**config.mk**
```make
export PLATFORM = sky130hd
export DESIGN_NAME = triplet_margin_accuracy_top
export DESIGN_NICKNAME = d
export VERILOG_FILES = /design/src/sv/tma_pkg.sv /design/src/sv/tma_ctrl.sv /design/src/sv/tma_datapath.sv /design/src/sv/triplet_margin_accuracy_top.sv
export SDC_FILE = /design/constraint.sdc
export NUM_CORES = 2
export LEC_CHECK = 0
export ABC_AREA = 1
export BUFFER_PORTS_ARGS = -buffer_cell sky130_fd_sc_hd__buf_4
export CELL_PAD_IN_SITES_DETAIL_PLACEMENT = 0
export CELL_PAD_IN_SITES_GLOBAL_PLACEMENT = 1
export CORE_ASPECT_RATIO = 1.1
export CORE_UTILIZATION = 40
export CTS_BUF_LIST = sky130_fd_sc_hd__clkbuf_2 sky130_fd_sc_hd__clkbuf_4 sky130_fd_sc_hd__clkbuf_8
export DETAILED_ROUTE_END_ITERATION = 8
export PLACE_DENSITY_LB_ADDON = 0.08
export SLEW_MARGIN = 40
export SYNTH_ARGS = -nofsm -noshare
export SYNTH_HDL_FRONTEND = slang
export SYNTH_HIERARCHICAL = 1
export SYNTH_SLANG_ARGS = --single-unit
```
**constraint.sdc**
```tcl
create_clock -name clk -period 11.2 [get_ports clk]
set_input_delay 1.12 -clock clk [delete_from_list [all_inputs] [get_ports clk]]
set_output_delay 1.12 -clock clk [all_outputs]
set_load 0.05 [all_outputs]
```
**src/sv/tma_pkg.sv**
```systemverilog
// Package with widths, states and control types of the triplet margin accuracy block.
`timescale 1ns / 1ps
`default_nettype none

package tma_pkg;

  localparam int FEATURE_BITS = 16;
  localparam int DIFF_W       = FEATURE_BITS + 1;
  localparam int SQ_W         = 2 * FEATURE_BITS;
  localparam int ACC_W        = 48;
  localparam int VERD_W       = ACC_W + 2;
  localparam int CNT_W        = 13;
  localparam int MAX_BATCH    = 4096;
  localparam int ACCQ_W       = 17;
  localparam int DIV_STEPS    = ACCQ_W;
  localparam int DIV_CNT_W    = $clog2(DIV_STEPS);
  localparam int REM_W        = CNT_W;
  localparam int ADDR_W       = 4;
  localparam int DATA_W       = 64;

  localparam logic [ACC_W-1:0]  ACC_MAX  = {ACC_W{1'b1}};
  localparam logic [ACCQ_W-1:0] ACCQ_ONE = ACCQ_W'(1) << (ACCQ_W - 1);

  // Register index taken from the byte address (8 bytes per register).
  localparam logic REG_MARGIN = 1'b0;

  typedef enum logic [2:0] {
    ST_RUN,
    ST_FOLD,
    ST_JUDGE,
    ST_DIV,
    ST_EMIT
  } tma_state_t;

  typedef struct packed {
    logic sq_load;
    logic acc_add;
    logic judge;
    logic div_step;
    logic div_first;
    logic emit;
  } tma_cmd_t;

  typedef struct packed {
    logic last_sample;
  } tma_stat_t;

endpackage

`default_nettype wire

```
**src/sv/tma_ctrl.sv**
```systemverilog
// Controller state machine that sequences accumulation, judgment, division and output.
`timescale 1ns / 1ps
`default_nettype none

module tma_ctrl
  import tma_pkg::*;
(
  input  wire logic     clk,
  input  wire logic     rst_n,
  input  wire logic     in_valid,
  input  wire logic     in_last_channel,
  output logic          in_stall,
  output logic          out_valid,
  input  wire logic     out_stall,
  input  wire tma_stat_t stat,
  output tma_cmd_t      cmd
);

  tma_state_t           state_r, state_nxt;
  logic                 sq_pend_r, sq_pend_nxt;
  logic [DIV_CNT_W-1:0] cnt_r, cnt_nxt;
  logic                 out_valid_r, out_valid_nxt;
  logic                 accept;

  always_ff @(posedge clk) begin
    if (!rst_n) begin
      state_r     <= ST_RUN;
      sq_pend_r   <= 1'b0;
      cnt_r       <= '0;
      out_valid_r <= 1'b0;
    end else begin
      state_r     <= state_nxt;
      sq_pend_r   <= sq_pend_nxt;
      cnt_r       <= cnt_nxt;
      out_valid_r <= out_valid_nxt;
    end
  end

  always_comb begin
    state_nxt = state_r;
    cnt_nxt   = cnt_r;
    cmd       = '0;
    in_stall  = 1'b1;
    accept    = 1'b0;
    case (state_r)
      ST_RUN: begin
        in_stall = 1'b0;
        accept   = in_valid;
        if (accept && in_last_channel) begin
          state_nxt = ST_FOLD;
        end
      end
      ST_FOLD: begin
        state_nxt = ST_JUDGE;
      end
      ST_JUDGE: begin
        cmd.judge = 1'b1;
        cnt_nxt   = '0;
        state_nxt = stat.last_sample ? ST_DIV : ST_EMIT;
      end
      ST_DIV: begin
        cmd.div_step  = 1'b1;
        cmd.div_first = (cnt_r == '0);
        cnt_nxt       = cnt_r + 1'b1;
        if (cnt_r == DIV_CNT_W'(DIV_STEPS - 1)) begin
          state_nxt = ST_EMIT;
        end
      end
      ST_EMIT: begin
        if (!out_valid_r || !out_stall) begin
          cmd.emit  = 1'b1;
          state_nxt = ST_RUN;
        end
      end
      default: begin
        state_nxt = ST_RUN;
      end
    endcase
    cmd.sq_load   = accept;
    cmd.acc_add   = sq_pend_r;
    sq_pend_nxt   = accept;
    out_valid_nxt = cmd.emit ? 1'b1 : (out_valid_r && out_stall);
  end

  assign out_valid = out_valid_r;

endmodule

`default_nettype wire

```
**src/sv/tma_datapath.sv**
```systemverilog
// Datapath with squarers, saturating distance accumulators, counters and the accuracy divider.
`timescale 1ns / 1ps
`default_nettype none

module tma_datapath
  import tma_pkg::*;
(
  input  wire logic                     clk,
  input  wire logic                     rst_n,
  input  wire logic signed [FEATURE_BITS-1:0] in_anchor_value,
  input  wire logic signed [FEATURE_BITS-1:0] in_positive_value,
  input  wire logic signed [FEATURE_BITS-1:0] in_negative_value,
  input  wire logic                     in_last_sample,
  input  wire logic [ACC_W-1:0]         margin,
  input  wire tma_cmd_t                 cmd,
  output tma_stat_t                     stat,
  output logic                          out_sample_correct,
  output logic                          out_batch_done,
  output logic [CNT_W-1:0]              out_correct_total,
  output logic [CNT_W-1:0]              out_samples_total,
  output logic [ACCQ_W-1:0]             out_batch_accuracy
);

  logic signed [DIFF_W-1:0] diff_ap, diff_an;
  logic [DIFF_W-1:0]        mag_ap, mag_an;
  logic [2*DIFF_W-1:0]      prod_ap, prod_an;
  logic [SQ_W-1:0]          sq_ap_r, sq_an_r;
  logic                     last_smp_r;

  logic [ACC_W-1:0]         acc_ap_r, acc_ap_nxt, acc_an_r, acc_an_nxt;
  logic [ACC_W:0]           sum_ap, sum_an;
  logic [VERD_W-1:0]        verdict;
  logic                     correct;

  logic [CNT_W-1:0]         cc_r, cc_nxt, sc_r, sc_nxt;
  logic [CNT_W-1:0]         cc_upd, sc_upd;
  logic                     res_correct_r, res_last_r;
  logic [CNT_W-1:0]         res_cc_r, res_sc_r;

  logic [REM_W-1:0]         rem_r;
  logic [REM_W:0]           trial, trial_sub;
  logic                     ge;
  logic [ACCQ_W-1:0]        q_r;

  // Squared channel distances, registered before accumulation.
  always_comb begin
    diff_ap = DIFF_W'(in_anchor_value) - DIFF_W'(in_positive_value);
    diff_an = DIFF_W'(in_anchor_value) - DIFF_W'(in_negative_value);
    mag_ap  = diff_ap[DIFF_W-1] ? DIFF_W'(-diff_ap) : DIFF_W'(diff_ap);
    mag_an  = diff_an[DIFF_W-1] ? DIFF_W'(-diff_an) : DIFF_W'(diff_an);
    prod_ap = (2*DIFF_W)'(mag_ap) * (2*DIFF_W)'(mag_ap);
    prod_an = (2*DIFF_W)'(mag_an) * (2*DIFF_W)'(mag_an);
  end

  always_ff @(posedge clk) begin
    if (cmd.sq_load) begin
      sq_ap_r    <= prod_ap[SQ_W-1:0];
      sq_an_r    <= prod_an[SQ_W-1:0];
      last_smp_r <= in_last_sample;
    end
  end

  assign stat.last_sample = last_smp_r;

  // Saturating accumulation and the sample verdict.
  always_comb begin
    sum_ap  = {1'b0, acc_ap_r} + (ACC_W+1)'(sq_ap_r);
    sum_an  = {1'b0, acc_an_r} + (ACC_W+1)'(sq_an_r);
    verdict = {{(VERD_W-ACC_W){margin[ACC_W-1]}}, margin} + VERD_W'(acc_ap_r)
              - VERD_W'(acc_an_r);
    correct = verdict[VERD_W-1] || (verdict == '0);

    acc_ap_nxt = acc_ap_r;
    acc_an_nxt = acc_an_r;
    if (cmd.acc_add) begin
      acc_ap_nxt = sum_ap[ACC_W] ? ACC_MAX : sum_ap[ACC_W-1:0];
      acc_an_nxt = sum_an[ACC_W] ? ACC_MAX : sum_an[ACC_W-1:0];
    end else if (cmd.judge) begin
      acc_ap_nxt = '0;
      acc_an_nxt = '0;
    end

    cc_upd = cc_r;
    sc_upd = sc_r;
    if (sc_r < CNT_W'(MAX_BATCH)) begin
      sc_upd = sc_r + 1'b1;
      cc_upd = cc_r + CNT_W'(correct);
    end
    cc_nxt = cc_r;
    sc_nxt = sc_r;
    if (cmd.judge) begin
      cc_nxt = last_smp_r ? '0 : cc_upd;
      sc_nxt = last_smp_r ? '0 : sc_upd;
    end
  end

  always_ff @(posedge clk) begin
    if (!rst_n) begin
      acc_ap_r <= '0;
      acc_an_r <= '0;
      cc_r     <= '0;
      sc_r     <= '0;
    end else begin
      acc_ap_r <= acc_ap_nxt;
      acc_an_r <= acc_an_nxt;
      cc_r     <= cc_nxt;
      sc_r     <= sc_nxt;
    end
  end

  always_ff @(posedge clk) begin
    if (cmd.judge) begin
      res_correct_r <= correct;
      res_last_r    <= last_smp_r;
      res_cc_r      <= cc_upd;
      res_sc_r      <= sc_upd;
    end
  end

  // Restoring divider: one quotient bit of (correct << 16) / samples per step.
  always_comb begin
    trial     = cmd.div_first ? {1'b0, res_cc_r} : {rem_r, 1'b0};
    ge        = (trial >= {1'b0, res_sc_r});
    trial_sub = trial - {1'b0, res_sc_r};
  end

  always_ff @(posedge clk) begin
    if (cmd.div_step) begin
      rem_r <= ge ? trial_sub[REM_W-1:0] : trial[REM_W-1:0];
      q_r   <= {q_r[ACCQ_W-2:0], ge};
    end
  end

  always_ff @(posedge clk) begin
    if (cmd.emit) begin
      out_sample_correct <= res_correct_r;
      out_batch_done     <= res_last_r;
      out_correct_total  <= res_cc_r;
      out_samples_total  <= res_sc_r;
      out_batch_accuracy <= res_last_r ? q_r : '0;
    end
  end

endmodule

`default_nettype wire

```
**src/sv/triplet_margin_accuracy_top.sv**
```systemverilog
// Top level of the triplet margin accuracy block with its margin register port.
//
//   Channel  Direction  Handshake              Contents
//   in_      input      in_valid / in_stall    one feature channel of a triplet
//   out_     output     out_valid / out_stall  per-sample verdict and batch accuracy
//   cfg      input      psel/penable/pready    margin register at byte address 0
//
// A channel that does not close a sample is accepted directly; channels stream back to back.
// The last channel of a sample passes in turn through accept, fold, judge and output load.
// The last sample of a batch also runs the bit-serial accuracy divider before the output load.
// The output register frees the input side; a stalled result holds only the output load.
// Reset is synchronous and active low; it clears margin, accumulators and counters.
`timescale 1ns / 1ps
`default_nettype none

module triplet_margin_accuracy_top
  import tma_pkg::*;
(
  input  wire logic                           clk,
  input  wire logic                           rst_n,
  input  wire logic                           in_valid,
  output logic                                in_stall,
  input  wire logic signed [FEATURE_BITS-1:0] in_anchor_value,
  input  wire logic signed [FEATURE_BITS-1:0] in_positive_value,
  input  wire logic signed [FEATURE_BITS-1:0] in_negative_value,
  input  wire logic                           in_last_channel,
  input  wire logic                           in_last_sample,
  output logic                                out_valid,
  input  wire logic                           out_stall,
  output logic                                out_sample_correct,
  output logic                                out_batch_done,
  output logic [CNT_W-1:0]                    out_correct_total,
  output logic [CNT_W-1:0]                    out_samples_total,
  output logic [ACCQ_W-1:0]                   out_batch_accuracy,
  input  wire logic                           psel,
  input  wire logic                           penable,
  input  wire logic                           pwrite,
  input  wire logic [ADDR_W-1:0]              paddr,
  input  wire logic [DATA_W-1:0]              pwdata,
  output logic [DATA_W-1:0]                   prdata,
  output logic                                pready
);

  logic [ACC_W-1:0] margin_r, margin_nxt;
  tma_cmd_t         cmd;
  tma_stat_t        stat;

  assign pready = 1'b1;

  always_comb begin
    margin_nxt = margin_r;
    if (psel && penable && pwrite && pready && (paddr[3] == REG_MARGIN)) begin
      margin_nxt = pwdata[ACC_W-1:0];
    end
    prdata = (paddr[3] == REG_MARGIN) ? DATA_W'(margin_r) : '0;
  end

  always_ff @(posedge clk) begin
    if (!rst_n) begin
      margin_r <= '0;
    end else begin
      margin_r <= margin_nxt;
    end
  end

  tma_ctrl u_ctrl (
    .clk             (clk),
    .rst_n           (rst_n),
    .in_valid        (in_valid),
    .in_last_channel (in_last_channel),
    .in_stall        (in_stall),
    .out_valid       (out_valid),
    .out_stall       (out_stall),
    .stat            (stat),
    .cmd             (cmd)
  );

  tma_datapath u_dp (
    .clk                (clk),
    .rst_n              (rst_n),
    .in_anchor_value    (in_anchor_value),
    .in_positive_value  (in_positive_value),
    .in_negative_value  (in_negative_value),
    .in_last_sample     (in_last_sample),
    .margin             (margin_r),
    .cmd                (cmd),
    .stat               (stat),
    .out_sample_correct (out_sample_correct),
    .out_batch_done     (out_batch_done),
    .out_correct_total  (out_correct_total),
    .out_samples_total  (out_samples_total),
    .out_batch_accuracy (out_batch_accuracy)
  );

endmodule

`default_nettype wire

```
# ---- Word-level counts from Yosys, hierarchy flattened
# Cells that the tools add are included.
dict set report classes {
  n_eq_ne 8
  n_bitwise 1
  magnitude_cmp 2
  shifts 0
  div 0
  n_addsub 12
  n_mul 2
  muxes 27
  reduce_logical 15
}
# op count
set ops {}
lappend ops {{48-bit two-way mux} 6}
lappend ops {{48-bit by 32-bit adder with 49-bit output} 2}
lappend ops {{13-bit two-way mux} 5}
lappend ops {{17-bit by 17-bit multiplier with 32-bit output} 2}
lappend ops {{48-bit by 49-bit adder with 50-bit output} 1}
lappend ops {{50-bit zero test} 1}
lappend ops {{50-bit by 48-bit subtractor with 50-bit output} 1}
lappend ops {{17-bit two-way mux} 2}
lappend ops {{17-bit negator} 2}
lappend ops {{16-bit by 16-bit subtractor with 17-bit output} 2}
lappend ops {{3-bit case mux with 5 select lines} 1}
lappend ops {{14-bit by 13-bit greater-or-equal comparator with 1-bit output} 1}
lappend ops {{14-bit two-way mux} 1}
lappend ops {{13-bit by 1-bit adder with 13-bit output} 1}
lappend ops {{13-bit by 1-bit adder with 13-bit output, second input constant} 1}
lappend ops {{13-bit less-than comparator, second input constant} 1}
lappend ops {{13-bit subtractor} 1}
lappend ops {{3-bit two-way mux} 4}
lappend ops {{5-bit case mux with 2 select lines} 1}
lappend ops {{3-bit by 2-bit == test with 1-bit output, second input constant} 2}
lappend ops {{1-bit two-way mux} 6}
lappend ops {{2-bit by 1-bit != test with 1-bit output, second input constant} 3}
lappend ops {{5-bit by 1-bit adder with 5-bit output, second input constant} 1}
lappend ops {{5-bit == test, second input constant} 1}
lappend ops {{other kinds (11)} 18}
dict set report totals {
  out_inout_bits 112
  input_bits 125
  reg_bits 348
  n_memories 0
  mem_bits_ro 0
  ram_bits 0
  elab_cells 90
  latch_bits 0
}

# ---- Logic depth before layout (Yosys ltp)
dict set report logic_depth {
  word_depth 7
  mapped_depth 45
  depth_no_buf 44
}

# ---- By module
# The synthesis kept the hierarchy.
# module seq_area_each_um2 instances area_each_um2 cells_each
set by_module_without_submodules {}
lappend by_module_without_submodules {tma_datapath 7427.1 1 40890.5 5631}
lappend by_module_without_submodules {triplet_margin_accuracy_top 960.9 1 2576.2 435}
lappend by_module_without_submodules {tma_ctrl 200.2 1 546.8 80}

# ---- Worst setup path after synthesis
# No wires, ideal clock.
dict set report synth_path {
  path_kind {input-to-reg}
  from {input port in_anchor_value[0]}
  to {register u_dp.sq_an_r[28] (data pin)}
  required_ps 10940
  setup_slack_ps 2931
  arrival_time_ps 8009
  setup_ps 260
  n_path_buf 1
  cell_stages 39
  cell_sequence {inv_1 ha_1 fa_1 inv_1 nand3_2 nand2_2 nand2_1 nand3_1 nand2_2 nor2_4 nand3_2 o21ai_2 o21ai_1 or2_1 nand2_2 buf_6 nand2_1 fa_1 [... 3 more ...] fa_1 inv_1 fa_1 fa_1 inv_1 fa_1 inv_1 ha_1 a21oi_1 nor2_1 a211oi_1 o21ai_0 a21oi_1 o21bai_1 nand2_1 nand2_1 a21oi_1 xnor2_1}
}
dict set report synth_between {
  elab_chain_cells 4
}
# item line_no
set synth_lines {}
lappend synth_lines {{start, declared} triplet_margin_accuracy_top.sv:23} ;# input wire logic signed [FEATURE_BITS-1:0] in_anchor_value,
lappend synth_lines {{16-bit by 16-bit subtractor with 17-bit output (*)} tma_datapath.sv:48} ;# diff_an = DIFF_W'(in_anchor_value) - DIFF_W'(in_negative_value);
lappend synth_lines {{17-bit negator} tma_datapath.sv:50} ;# mag_an = diff_an[DIFF_W-1] ? DIFF_W'(-diff_an) : DIFF_W'(diff_an);
lappend synth_lines {{17-bit two-way mux (*)} tma_datapath.sv:50}
lappend synth_lines {{17-bit by 17-bit multiplier with 32-bit output (*)} tma_datapath.sv:52} ;# prod_an = (2*DIFF_W)'(mag_an) * (2*DIFF_W)'(mag_an);
lappend synth_lines {{via u_dp.prod_an[28]} tma_datapath.sv:26} ;# logic [2*DIFF_W-1:0] prod_ap, prod_an;
lappend synth_lines {{end signal, assigned} tma_datapath.sv:58} ;# sq_an_r <= prod_an[SQ_W-1:0];
lappend synth_lines {{end, declared} tma_datapath.sv:27} ;# logic [SQ_W-1:0] sq_ap_r, sq_an_r;
# The timed path passes the listed nets; every way through them passes the cells marked *.
# A chain may end at the register's enable or synchronous reset.

# ---- Worst setup path in the final report
dict set report layout_path {
  from {input port in_anchor_value[0]}
  to {register u_dp.sq_ap_r[29] (data pin)}
}
dict set report layout_between {
  elab_chain_cells 4
}
# item line_no
set layout_lines {}
lappend layout_lines {{16-bit by 16-bit subtractor with 17-bit output (*)} tma_datapath.sv:47} ;# diff_ap = DIFF_W'(in_anchor_value) - DIFF_W'(in_positive_value);
lappend layout_lines {{17-bit negator} tma_datapath.sv:49} ;# mag_ap = diff_ap[DIFF_W-1] ? DIFF_W'(-diff_ap) : DIFF_W'(diff_ap);
lappend layout_lines {{17-bit two-way mux (*)} tma_datapath.sv:49}
lappend layout_lines {{17-bit by 17-bit multiplier with 32-bit output (*)} tma_datapath.sv:51} ;# prod_ap = (2*DIFF_W)'(mag_ap) * (2*DIFF_W)'(mag_ap);
lappend layout_lines {{via u_dp.prod_ap[29]} tma_datapath.sv:26}
lappend layout_lines {{end signal, assigned} tma_datapath.sv:57} ;# sq_ap_r <= prod_ap[SQ_W-1:0];
lappend layout_lines {{end, declared} tma_datapath.sv:27}
# Marks and branches as above.

==> flow_summary.toml <==
[drt]
ant_nets = 0
dr.pass1.iters = 8
wire_per_inst_um = 16.7
routed_wl_um = 130000
via_per_inst = 4.84
drt_iter0_drc = 1908
drc_errors = 0
vias = 37800

[run]
drv_cap = 0

[yosys]
synth_area_leaders = "fa_1 20%, nand2_1 12%, inv_1 12%, edfxtp_1 11%, ha_1 10%"
ys.flop_type = "dfxtp_1"
syn_area_um2 = 44000
synthArstFlopShare_pct = 0
ys_types = 63
synth_edf_count = 166
syn_area_per_cell_um2 = 7.16
ys_ff_latch = 346
synthCells = 6146
yosysSeqAreaShare_pct = 19.5
yosys.area.top_type = "fa_1"
netlist.area_leader.share_pct = 19.8
ys_warn_count = 6

[die]
row_count = 127
initial_utilization_pct = 40.4
die-area_um2 = 111000
core_um2 = 109000
io-pin-count = 237
die_w_um = 318
die_h_um = 350

[sta]
max-slew-margin-rel_pct = 44.3
setup_tns_ns = 0
fin_ws_ns = 2.18
hold_viol_final = 0
min_period_ns = 9.02
worst_pin_slew_ns = 0.833
finalSetupViolCount = 0
maxSlewViolCount = 0
clock.fmax_mhz = 111
skew_ns = 0.0377
fin_crit_sh_pct = 80.6
rsz0062_at_grt = "false"

[setup_path]
r2r-end = "u_dp/cc_r[12]"
path_class = "in -> reg"
cp-end-kind = "register"
slowest_delay_ns = 0.84
slowest_stage = "ha_1"
arrival_ns = 9.44
rr_startpoint = "u_dp/acc_ap_r[0]"
reg2reg_depth = 33
r2r_slack_ns = 5.35
critPathLaunchType = "primary input"
cp_common_cell = "fa_1"
required_ns = 11.62
worstPathMaxFanout = 18

[worst_hold_path]
hp-start = "u_dp/res_correct_r"
hold_path.class = "reg -> reg"
worstHoldPathCells = 0
hold_end = "u_dp/out_sample_correct"

[clock_tree]
post_cts_resized = 0
clock_latency_ns = 0.69
clkTransAtPathRegs_ns = 0.06
cts.sinks = 346
htreeDepth = 3
root_buffer = "clkbuf_8"
cts_tree = "done"
clockBufferDepth = 3
cts_buffers = 66
cts_setup_buffers = 0
cts_hold_buf = 0

[global_route]
antenna_found_initial = 1
grt_pass1_vias = 38600
grt_max_degree = 94
grt_use_total_pct = 23.7
grt_pass1_wl_um = 209000
gr-total-overflow = 0

[placed_design]
place.gp.congestion = 0.925
place_ws_ns = 1.38
dp.cells = 7699
hpwl_um = 109000
place.port_buffers = 200

[final_layout]
instances_no_fill = 7822
nets = 7269
drive_above_1_share_pct = 7.61
syn2layout_area_growth_pct = 10.4
final_cell_mix = "1411 x nand2_1, 1394 x inv_1, 622 x nor2_1, 436 x fa_1, 360 x a21oi_1"
layout_commonest_cell = "nand2_1"

[outcome]
status = "finished clean"
-- worst max-delay path by stage --
stage | start | endpoint | depth (start not counted)
floorplan | in_anchor_value[0] | u_dp/sq_an_r[28] | 39
global placement | in_anchor_value[0] | u_dp/sq_an_r[28] | 35
detailed placement | in_anchor_value[0] | u_dp/sq_ap_r[29] | 34
CTS | in_anchor_value[0] | u_dp/sq_ap_r[29] | 34
global route | in_anchor_value[0] | u_dp/sq_ap_r[29] | 34
finish | in_anchor_value[0] | u_dp/sq_ap_r[29] | 34
-- flip-flops by register name, indices dropped and copies added, names as in the netlist, 3 cells and up --
name,count
margin_r,48
u_dp/acc_an_r,48
u_dp/acc_ap_r,48
u_dp/sq_an_r,31
u_dp/sq_ap_r,31
u_dp/out_batch_accuracy,17
u_dp/q_r,17
u_dp/cc_r,13
u_dp/out_correct_total,13
u_dp/out_samples_total,13
u_dp/rem_r,13
u_dp/res_cc_r,13
u_dp/res_sc_r,13
u_dp/sc_r,13
u_ctrl/cnt_r,5
u_ctrl/state_r,3
-- metrics by stage --
step	util [%]	area (um2)	hold slack, ns
floorplan	-	44100	0.400
global placement	43.1	47000	0.406
detailed placement	43.1	47000	0.414
CTS	44.5	48500	0.428
global route	44.6	48600	0.422
finish	44.6	48600	0.421
-- synthesized netlist by cell type (11+ instances only) --
library cell	n
ha_1	359
xnor2_1	56
xor2_1	117
nand3b_1	15
nand2_1	1412
nor2_4	15
nor4_1	12
fa_1	436
inv_1	1395
nor2_1	627
buf_4	31
dfxtp_1	180
o21a_1	11
a31oi_1	14
inv_2	38
o21ai_0	193
clkbuf_1	58
a21oi_1	360
a21o_1	24
edfxtp_1	166
nand4_1	62
or2_2	13
nor3_1	45
buf_2	25
nor2_2	14
nand2_2	25
nand3_1	318
o21bai_1	20
-- routing by layer --
layer	vias to the layer above	part of all wire (%)	GRT usage [%]
met2	622	49	42.9
met5	-	0	0
li1	19200	-	-
met1	17900	46	30.5
met3	136	3.2	2.04
met4	0	2.1	5.75
-- cells by family after synthesis --
family          Yosys count  synth area share (%)
other cells               4                0.0341
xor+xnor                180                  3.83
fa+ha+maj               795                  30.0
simple gates           2591                  24.6
flops                   346                  19.5
compound gates          665                  8.20
buf+inv                1565                  13.8
-- layout make-up --
class	count	area, um2
Clock inverter	31	409
Timing Repair Buffer	228	1760
Tap cell	1419	1780
Multi-Input combinational cell	4270	29500
Clock buffer	90	1110
Inverter	1437	5400
Fill cell	11600	60400
Sequential cell	346	8590
Antenna cell	1	2.50
-- worst max-delay path, delay by kind of cell --
family | cells | cell delay, ns
and+or+nand+nor | 14 | 2.45
AOI/OAI and AO/OA | 3 | 0.48
buffers and inverters | 7 | 0.76
xor gates and xnor gates | 1 | 0.15
adders and majority gates | 9 | 4.44
Power is not shown: default switching activity piles up to over one toggle a cycle in this logic, so the estimate is an artifact.
